### src/rtl/pti_pkg.sv
// shared types and constants for the piecewise table interpolator
package pti_pkg;
  localparam int unsigned ValW = 32;
  localparam int unsigned CntW = 9;

  localparam logic ActWrite = 1'b0;
  localparam logic ActQuery = 1'b1;

  localparam logic RegMode   = 1'b0;
  localparam logic RegPoints = 1'b1;

  typedef enum logic [3:0] {
    StIdle,
    StRdFirst,
    StWtFirst,
    StRdLast,
    StWtLast,
    StScanRd,
    StScanWt,
    StPrevRd,
    StPrevWt,
    StDivGo,
    StDivide,
    StOut
  } state_e;

  typedef struct packed {
    logic start;
    logic busy;
  } div_ctl_t;
endpackage

### src/rtl/pti_div.sv
// restoring divider, 64 by 32 bit, one quotient bit per cycle
module pti_div (
  input  logic        clk_i,
  input  logic        rst_ni,
  input  logic        start_i,
  input  logic [63:0] num_i,
  input  logic [31:0] den_i,
  output pti_pkg::div_ctl_t ctl_o,
  output logic [63:0] quo_o
);
  logic [6:0]  cnt_q, cnt_d;
  logic [63:0] quo_q, quo_d;
  logic [32:0] rem_q, rem_d;
  logic [31:0] den_q, den_d;
  logic [32:0] trial;
  always_comb begin
    cnt_d = cnt_q;
    quo_d = quo_q;
    rem_d = rem_q;
    den_d = den_q;
    trial = {rem_q[31:0], quo_q[63]};
    if (start_i) begin
      cnt_d = 7'd64;
      quo_d = num_i;
      rem_d = '0;
      den_d = den_i;
    end else if (cnt_q != 7'd0) begin
      cnt_d = cnt_q - 7'd1;
      if (trial >= {1'b0, den_q}) begin
        rem_d = trial - {1'b0, den_q};
        quo_d = {quo_q[62:0], 1'b1};
      end else begin
        rem_d = trial;
        quo_d = {quo_q[62:0], 1'b0};
      end
    end
  end
  always_ff @(posedge clk_i or negedge rst_ni) begin
    if (!rst_ni) begin
      cnt_q <= '0;
    end else begin
      cnt_q <= cnt_d;
    end
  end
  always_ff @(posedge clk_i) begin
    quo_q <= quo_d;
    rem_q <= rem_d;
    den_q <= den_d;
  end
  assign ctl_o.start = start_i;
  assign ctl_o.busy  = (cnt_q != 7'd0);
  assign quo_o = quo_q;
endmodule

### config.mk
export PLATFORM = sky130hd
export DESIGN_NAME = pti_div
export DESIGN_NICKNAME = d
export VERILOG_FILES = /design/src/rtl/pti_pkg.sv /design/src/rtl/pti_div.sv
export SDC_FILE = /design/constraint.sdc
export NUM_CORES = 1
export LEC_CHECK = 0
export BUFFER_PORTS_ARGS = -buffer_cell sky130_fd_sc_hd__buf_4
export CAP_MARGIN = 20
export CORE_MARGIN = 4
export CORE_UTILIZATION = 30
export CTS_CLUSTER_DIAMETER = 80
export CTS_CLUSTER_SIZE = 16
export DETAILED_ROUTE_END_ITERATION = 12
export PLACE_DENSITY_LB_ADDON = 0.12
export SYNTH_ARGS = -nofsm -noshare
export SYNTH_HDL_FRONTEND = slang
export SYNTH_SLANG_ARGS = --single-unit
### constraint.sdc
create_clock -name clk_i -period 4.47 [get_ports clk_i]
set_clock_uncertainty 0.2 [all_clocks]
set_input_delay 0.6705 -clock clk_i [delete_from_list [all_inputs] [get_ports clk_i]]
set_output_delay 0.6705 -clock clk_i [all_outputs]
set_load 0.05 [all_outputs]
==> impl_metrics.toml, run 1 <==
[clock_tree]
clockBufferDepth = 2
postCtsSetupRepairBufs = 0
cts_resized = 0
cts_tree = "done"
htree_depth = 4
clock-sinks = 135
root_buffer = "clkbuf_16"
worst_skew_pair.late_latency_ns = 0.44
cts_inserted_buffers = 17
clkTransAtPathRegs_ns = 0.07

[worst_setup_path]
cp.required_ns = 4.60
end_kind = "register"
cp-start-kind = "register"
worstPathMaxFanout = 30
critPathKind = "register to register"
worst_ep_arrival_time_ns = 3.56

[power_and_ir_drop]
power_leakage_nw = 4.049
p_per_area_nw_per_um2 = 518.2
vdd_ir_drop_max_mv = 0.2173

[timing]
final_max_slew_viol_count = 0
relSlewSlack_pct = 38.88
final-hold-violation-count = 0
finalSetupTns_ns = 0
transition_time_at_the_pin_with_the_least_slew_margin_ns = 0.9168
finalWorstSetupSlack_ns = 1.040
final_period_minus_worst_setup_slack_ns = 3.430
fmax_ghz = 0.2915
setup_viol = 0
post_route_fraction_of_the_period_consumed_by_the_critical_path_pct = 76.74
rsz_0062_raised_after_global_routing = "no"

[die]
placement_rows = 57
chipHeight_um = 166.5
die_width_um = 166.5
core-area_um2 = 24530
start_util_pct = 30.71
die_area_um2 = 27720
io-pin-count = 165

[finish]
final_common_cell = "buf_4"
final_core_utilization_pct = 39.41
layout.cells.most_common_list = "171 x buf_4, 96 x edfxtp_1, 63 x mux2_2"
area_of_the_multi_input_gates_um2 = 3467
final_net_count = 980
layout-drive-gt1-share_pct = 34.77
n_fill_cell = 2483
areaGrowthSynthToFinish_pct = 28.33
antenna_cells_inserted = 0
total_area_of_sequential_cells_um2 = 3699

[synth]
yosysUniqueCellTypes = 75
yosys_warnings = 0
syn_nets = 821
synth_flop_cell = "edfxtp_1"
synth_cells = 688
ys_async_sr_fraction_pct = 5.185
number_of_flops_mapped_to_enable_cells_by_yosys = 96
syn-cell-area_um2 = 7535
postSynthRegisterBits = 135
sequential_fraction_of_the_synthesis_area_pct = 49.09
mean_syn_cell_area_um2 = 10.95

[placed_design]
gp_congestion = 0.7799
dp_worst_setup_slack_ns = 1.045
port-buffer-count = 164
dp_hpwl_um = 14350

[global_routing]
grt_remaining_overflow = 0
grt_pass1_vias = 6031
grt_first_pass_wirelength_um = 32420
track_usage_pct = 14.50
maximum_number_of_pins_on_one_net_before_global_route_repair = 71
initial_antenna_violation_count = 0

[drt]
drt_pre_antenna_iters = 6
drt_iter0_drc = 288
drc = 0
dr_vias_cell = 4.867
routedWlPerCell_um = 17.04
route.vias.total = 5762
count_of_nets_left_with_antenna_violations_after_detail_routing = 0
finalWirelength_um = 20170

[min_path]
timing.hold.worst.class = "primary input to register"

[job]
cap_violations = 0

[outcome]
run_status = "finished, final reports clean"
## through the flow
stage	instances	area [µm²]	power [mW]	hold WS, ns
floorplan	688	7535	3.102	0.1749
global placement	1151	9057	3.636	0.2672
detailed placement	1151	9057	3.621	0.2653
CTS	1184	9669	5.071	0.1885
global route	1184	9669	5.307	0.1795
finish	1184	9669	5.011	0.2101
## repair_timing
item	in CTS	in global routing
setup endpoints to repair	0	0
hold endpoints to repair	7	0
hold buffers	1	0
## kinds of logic after synthesis
family	count (synthesis)	share of synthesized area (%)
compound gates	162	16.02
xor+xnor	19	2.209
fa+ha+maj	34	5.746
buf+inv	84	4.932
flops	135	49.09
mux	65	9.681
simple gates	189	12.32
## worst max-delay path, stage by stage, from the launching register on
cell      delay (ns)
edfxtp_1        0.33
inv_1           0.04
ha_1            0.43
nand4_1         0.28
nor4_4          0.33
a41oi_2         0.22
a31oi_4         0.28
nand2_2         0.47
or3_1           0.55
a211oi_1        0.21
## where the power goes
| group | switching (mW) | internal [mW] |
|---|---|---|
| clock network | 0.662 | 0.754 |
| registers | 0.146 | 1.61 |
| logic | 1.16 | 0.679 |
## routing by layer
layer	routed length, µm	global-route usage (%)	vias up
li1	-	-	2866
met1	9233	18.69	2750
met2	9281	22.97	133
met3	1491	5.807	13
met4	167	3.451	0
met5	0	0	-
## synthesized netlist by cell type (all sizes together), types with 10 or more instances
cell type | number | area share [%]
edfxtp | 96 | 38
nor3 | 11 | 0.80
a311oi | 12 | 2.0
ha | 33 | 5.5
xnor2 | 16 | 1.9
nand3 | 10 | 0.73
clkbuf | 19 | 0.95
o21ai | 30 | 2.0
nor2 | 60 | 3.1
a21oi | 43 | 3.0
dfxtp | 32 | 8.5
buf | 14 | 1.4
mux2 | 63 | 9.4
a211oi | 19 | 2.0
nand2 | 60 | 3.1
nand4 | 12 | 1.1
inv | 51 | 2.5
## cell type report
class | count | share of cell area, %
well taps | 324 | 4.193
clock inverters | 15 | 1.825
repair buffers | 173 | 13.50
clock buffers | 17 | 4.400
multi-input cells | 469 | 35.86
flip-flops and latches | 135 | 38.25
inverters | 51 | 1.980
## state kept, by name, summed over array words and instances, names as in the netlist
name / count
den_q: 32
quo_o: 64
cnt_q: 7
rem_q: 32
## worst paths after layout
kind | startpoint | slack (ns) | end | cells past startpoint
worst min-delay path | den_i[12] | 0.21 | den_q[12] | 1
worst min register to register | rem_q[1] | 0.27 | rem_q[1] | 2
worst max-delay path | den_q[21] | 1.04 | rem_q[24] | 9
min in group asynchronous | rst_ni | 0.39 | cnt_q[1] | 2
worst max register to register | den_q[21] | 1.04 | rem_q[24] | 9
max in group asynchronous | rst_ni | 3.56 | cnt_q[6] | 2
Note: power is estimated with default switching activity, not from simulation.
==> inputs of run 2 (changes only) <==
==> constraint.sdc (replaced) <==
create_clock -name clk_i -period 3.5 [get_ports clk_i]
set_clock_uncertainty 0.2 [all_clocks]
set_input_delay 0.525 -clock clk_i [delete_from_list [all_inputs] [get_ports clk_i]]
set_output_delay 0.525 -clock clk_i [all_outputs]
set_load 0.05 [all_outputs]
==> run 2 against run 1 <==
Against the previous run:
- critical path depth is 2 lower
- non-clock buffer count rose by 12
- register-to-register slack worse by 0.72 ns
- final area grew 1.5%
- hold slack worse by 0.14 ns
- sequential cell count stayed put
- clock-buffer cell count unchanged
- critical path type is now register to primary output
- largest power group unchanged
==> impl_metrics.toml, run 2 (synthesized netlist as in run 1, its figures left out) <==
[outcome]
run_status = "finished, final reports clean"

[timing]
final_period_minus_worst_setup_slack_ns = 3.243
setup_viol = 0
relSlewSlack_pct = 53.38
transition_time_at_the_pin_with_the_least_slew_margin_ns = 0.6977
final-hold-violation-count = 0
post_route_fraction_of_the_period_consumed_by_the_critical_path_pct = 92.65
finalWorstSetupSlack_ns = 0.2572
rsz_0062_raised_after_global_routing = "no"
final_max_slew_viol_count = 0
fmax_ghz = 0.3084
finalSetupTns_ns = 0

[finish]
layout-drive-gt1-share_pct = 35.67
largest_register_ffs = 64
final_net_count = 992
layout.cells.most_common_list = "181 x buf_4, 96 x edfxtp_1, 63 x mux2_2"
areaGrowthSynthToFinish_pct = 30.26
final_common_cell = "buf_4"
n_fill_cell = 2421
antenna_cells_inserted = 0

[clock_tree]
worst_skew_pair.late_latency_ns = 0.43
clock-sinks = 135
clkTransAtPathRegs_ns = 0.07
cts_inserted_buffers = 17
postCtsSetupRepairBufs = 0
cts_resized = 0
clockBufferDepth = 2
postCtsHoldBufs = 1
htree_depth = 4
root_buffer = "clkbuf_16"
cts_tree = "done"

[global_routing]
maximum_number_of_pins_on_one_net_before_global_route_repair = 71
grt_remaining_overflow = 0
grt_pass1_vias = 6138
grt_first_pass_wirelength_um = 32170
track_usage_pct = 14.20
initial_antenna_violation_count = 0

[drt]
count_of_nets_left_with_antenna_violations_after_detail_routing = 0
drc = 0
dr_vias_cell = 4.858
drt_iter0_drc = 310
routedWlPerCell_um = 16.70
drt_pre_antenna_iters = 5
route.vias.total = 5810
finalWirelength_um = 19980

[die]
core-area_um2 = 24530
start_util_pct = 30.71
placement_rows = 57
die_width_um = 166.5
chipHeight_um = 166.5
io-pin-count = 165
die_area_um2 = 27720

[worst_setup_path]
end_kind = "primary output"
worstPathMaxFanout = 23
worst_ep_arrival_time_ns = 2.52
cell_count_of_the_worst_reg_to_reg_path = 9
cp-start-kind = "register"
worst_r2r_startpoint = "den_q[22]"
critical_path.startpoint = "cnt_q[0]"
crit_end = "ctl_o[0]"
setup.reg_to_reg.worst_slack_ns = 0.32
reg2reg_to = "rem_q[21]"
cp.required_ns = 2.77
critPathKind = "register to primary output"

[placed_design]
port-buffer-count = 164
gp_congestion = 0.8390
dp_hpwl_um = 14410
dp_worst_setup_slack_ns = 0.2787

[power_and_ir_drop]
design_power_total_mw = 6.550
vdd_ir_drop_max_mv = 0.2923
power_leakage_nw = 4.138
p_per_area_nw_per_um2 = 667.4

[job]
cap_violations = 0

[min_path]
timing.hold.worst.class = "primary input to register"
==> run 2: cell types whose count changed in the layout (fill, tap and decap cells not counted), sizes merged <==
cell | before | now
buf | 172 | 184
bufinv | 0 | 2
clkinv | 5 | 3
clkinvlp | 2 | 1
inv | 59 | 60
==> run 2: worst min-delay path by stage <==
stage	slack (ns)	from	to	cells after the start
final	0.07	den_i[4]	den_q[4]	1
after global routing	0.04	den_i[1]	den_q[1]	1
after CTS	0.04	den_i[1]	den_q[1]	1
after detailed placement	0.15	rst_ni	cnt_q[1]	1
after global placement	0.14	rst_ni	cnt_q[4]	1
after floorplan	0.03	rst_ni	cnt_q[0]	0
==> run 2: power by group <==
| group | internal, mW | switching (mW) | leakage [nW] |
|---|---|---|---|
| Clock | 1.09 | 0.809 | 0.303 |
| Combinational | 0.906 | 1.49 | 2.50 |
| Sequential | 2.06 | 0.191 | 1.34 |
==> run 2: stage by stage <==
stage | utilization [%] | std cells | hold WS (ns) | cell area, µm²
final | 40.00 | 1196 | 0.06653 | 9814
after global routing | 40.00 | 1196 | 0.04095 | 9814
after CTS | 40.00 | 1196 | 0.04269 | 9814
after detailed placement | 37.42 | 1163 | 0.1454 | 9181
after global placement | 37.42 | 1163 | 0.1420 | 9181
after floorplan | - | 688 | 0.02941 | 7537
==> run 2: cell type report <==
| cell class | instances | area [µm²] | area share (%) |
|---|---|---|---|
| clock inverter | 15 | 197.7 | 2.014 |
| timing repair buffer | 185 | 1429 | 14.56 |
| clock buffer | 17 | 425.4 | 4.335 |
| tap | 324 | 405.4 | 4.131 |
| inverter | 51 | 191.4 | 1.951 |
| sequential | 135 | 3699 | 37.68 |
| multi-input combinational | 469 | 3467 | 35.33 |
==> run 2: critical path: stages (launching register included) <==
cell	delay [ns]
dfrtp_1	0.38
inv_1	0.09
ha_1	0.17
nand2b_1	0.09
or4_1	0.48
nor2_1	0.30
inv_2	0.28
buf_4	0.28
==> run 2: metal layers <==
layer / GRT usage [%] / vias to the layer above / part of all wire (%)
met4: 4.091 / 0 / 1.0
met3: 5.594 / 14 / 7.3
met5: 0 / - / 0
met2: 22.95 / 151 / 48
li1: - / 2886 / -
met1: 17.68 / 2759 / 44
==> inputs of run 3 (changes only) <==
--- a/config.mk
+++ b/config.mk
@@ -8,7 +8,7 @@
 export BUFFER_PORTS_ARGS = -buffer_cell sky130_fd_sc_hd__buf_4
 export CAP_MARGIN = 20
 export CORE_MARGIN = 4
-export CORE_UTILIZATION = 30
+export CORE_UTILIZATION = 55
 export CTS_CLUSTER_DIAMETER = 80
 export CTS_CLUSTER_SIZE = 16
 export DETAILED_ROUTE_END_ITERATION = 12
==> run 3 against run 2 <==
Against the previous run:
- hold slack better by 0.0075 ns
- first-iteration DRC count is 72% higher
- via count is 3.5% higher
- final cell count is 13% lower
- register-to-register slack worse by 0.09 ns
- critical endpoint is now rem_q[18]
==> impl_metrics.toml, run 3 (synthesized netlist as in run 1, its figures left out) <==
[clock_tree]
htree_depth = 4
worst_skew_pair.late_latency_ns = 0.42
clock-sinks = 135
clkTransAtPathRegs_ns = 0.06
root_buffer = "clkbuf_16"
cts_tree = "done"
cts_inserted_buffers = 17
clockBufferDepth = 2

[worst_setup_path]
cp.required_ns = 3.63
worst_ep_arrival_time_ns = 3.41
worstPathMaxFanout = 11
critPathKind = "register to register"
setup.reg_to_reg.worst_slack_ns = 0.23
cp-start-kind = "register"
end_kind = "register"

[timing]
final_max_slew_viol_count = 0
final_period_minus_worst_setup_slack_ns = 3.273
rsz_0062_raised_after_global_routing = "no"
post_route_fraction_of_the_period_consumed_by_the_critical_path_pct = 93.53
transition_time_at_the_pin_with_the_least_slew_margin_ns = 0.9366
finalSetupTns_ns = 0
relSlewSlack_pct = 37.56
final-hold-violation-count = 0
fmax_ghz = 0.3055
setup_viol = 0

[power_and_ir_drop]
p_comb_share_pct = 37.3
seq_power_share_pct = 35.6
sw_frac_of_total_pct = 37.83
intPower_mw = 3.938
p_per_area_nw_per_um2 = 667.8
clock_power_share_pct = 27.1
vdd_ir_drop_max_mv = 0.4893
net_switching_power_mw = 2.397
power_leakage_nw = 4.051

[global_routing]
grt_remaining_overflow = 0
track_usage_pct = 24.28
grt_pass1_vias = 6110
maximum_number_of_pins_on_one_net_before_global_route_repair = 78
initial_antenna_violation_count = 0
grt_first_pass_wirelength_um = 30840

[die]
placement_rows = 42
die_width_um = 125.0
start_util_pct = 56.45
core-area_um2 = 13350
chipHeight_um = 125.0
io-pin-count = 165
die_area_um2 = 15640

[finish]
design_area_um2 = 9485
areaGrowthSynthToFinish_pct = 25.89
layout.cells.most_common_list = "176 x buf_4, 96 x edfxtp_1, 63 x mux2_2"
final_net_count = 985
largest_register_ffs = 64
final_common_cell = "buf_4"
layout-drive-gt1-share_pct = 35.03
antenna_cells_inserted = 0

[min_path]
timing.hold.worst.class = "primary input to register"

[drt]
drc = 0
routedWlPerCell_um = 18.02
drt_pre_antenna_iters = 5
drt_iter0_drc = 533
count_of_nets_left_with_antenna_violations_after_detail_routing = 0
dr_vias_cell = 5.778
route.vias.total = 6015
finalWirelength_um = 18760

[placed_design]
gp_congestion = 0.9276
dp_hpwl_um = 13410
place_area_um2 = 8899
port-buffer-count = 164

[job]
cap_violations = 0

[outcome]
run_status = "finished, final reports clean"
run 3: cell count changes in the layout (fill, tap and decap cells not counted), sizes merged:
cell      change
buf           -8
bufinv        -1
clkbuf        +2
clkinv        +2
clkinvlp      +2
inv           -5
nor2          +1
run 3: final timing paths:
| path | start | to | depth (start not counted) |
|---|---|---|---|
| worst max-delay path | den_q[20] | rem_q[18] | 10 |
| worst min-delay path | den_i[11] | den_q[11] | 1 |
| worst max register to register | den_q[20] | rem_q[18] | 10 |
| worst min register to register | rem_q[1] | rem_q[1] | 2 |
| max in group asynchronous | rst_ni | cnt_q[1] | 2 |
| min in group asynchronous | rst_ni | cnt_q[0] | 2 |
run 3: timing repair:
item | in CTS | in global routing
hold buffers | 1 | 0
setup buffers | 0 | 0
hold endpoints to repair | 7 | 0
resized for setup | 0 | 1
setup endpoints to repair | 0 | 7
run 3: layout make-up:
| class | instances | area (µm²) |
|---|---|---|
| multi-input cells | 470 | 3478 |
| clock buffers | 19 | 442.9 |
| clock inverters | 13 | 122.6 |
| well taps | 176 | 220.2 |
| inverters | 51 | 191.4 |
| repair buffers | 177 | 1331 |
| fillers | 983 | 3862 |
| flip-flops and latches | 135 | 3699 |
run 3: routing by layer:
metal  global-route usage, %  wire length, µm
met5                       0                0
met4                   8.227              334
met3                   9.936             1773
met2                   39.26             9118
met1                   29.65             7533
run 3: power by group through the flow:
stage | logic [mW] | registers (mW) | clock network, mW
after detailed placement | 2.33 | 2.28 | 0
after floorplan | 1.19 | 2.77 | 0
after global routing | 2.56 | 2.30 | 1.82
after global placement | 2.29 | 2.27 | 0
after CTS | 2.35 | 2.26 | 1.75
final | 2.36 | 2.26 | 1.72
run 3: through the flow:
step | hold WS, ns | utilization, % | power (mW) | std cells | worst slack [ns]
after floorplan | 0.02941 | - | 3.961 | 688 | 0.2158
after global placement | 0.1384 | 66.67 | 4.553 | 1007 | 0.3603
after detailed placement | 0.1423 | 66.67 | 4.613 | 1007 | 0.1591
after CTS | 0.05407 | 70.98 | 6.355 | 1040 | 0.1702
after global routing | 0.04968 | 71.06 | 6.673 | 1041 | 0.005754
final | 0.07407 | 71.06 | 6.335 | 1041 | 0.2265
run 3: critical path, cell delays in order (launching register included):
cell and delay, ns:
edfxtp_1 0.32, inv_1 0.04, ha_1 0.41, nand4_1 0.30, nor4_4 0.37, a41oi_2 0.24
a31oi_4 0.29, nand2_2 0.21, buf_4 0.24, o31a_1 0.35, a211oi_2 0.22
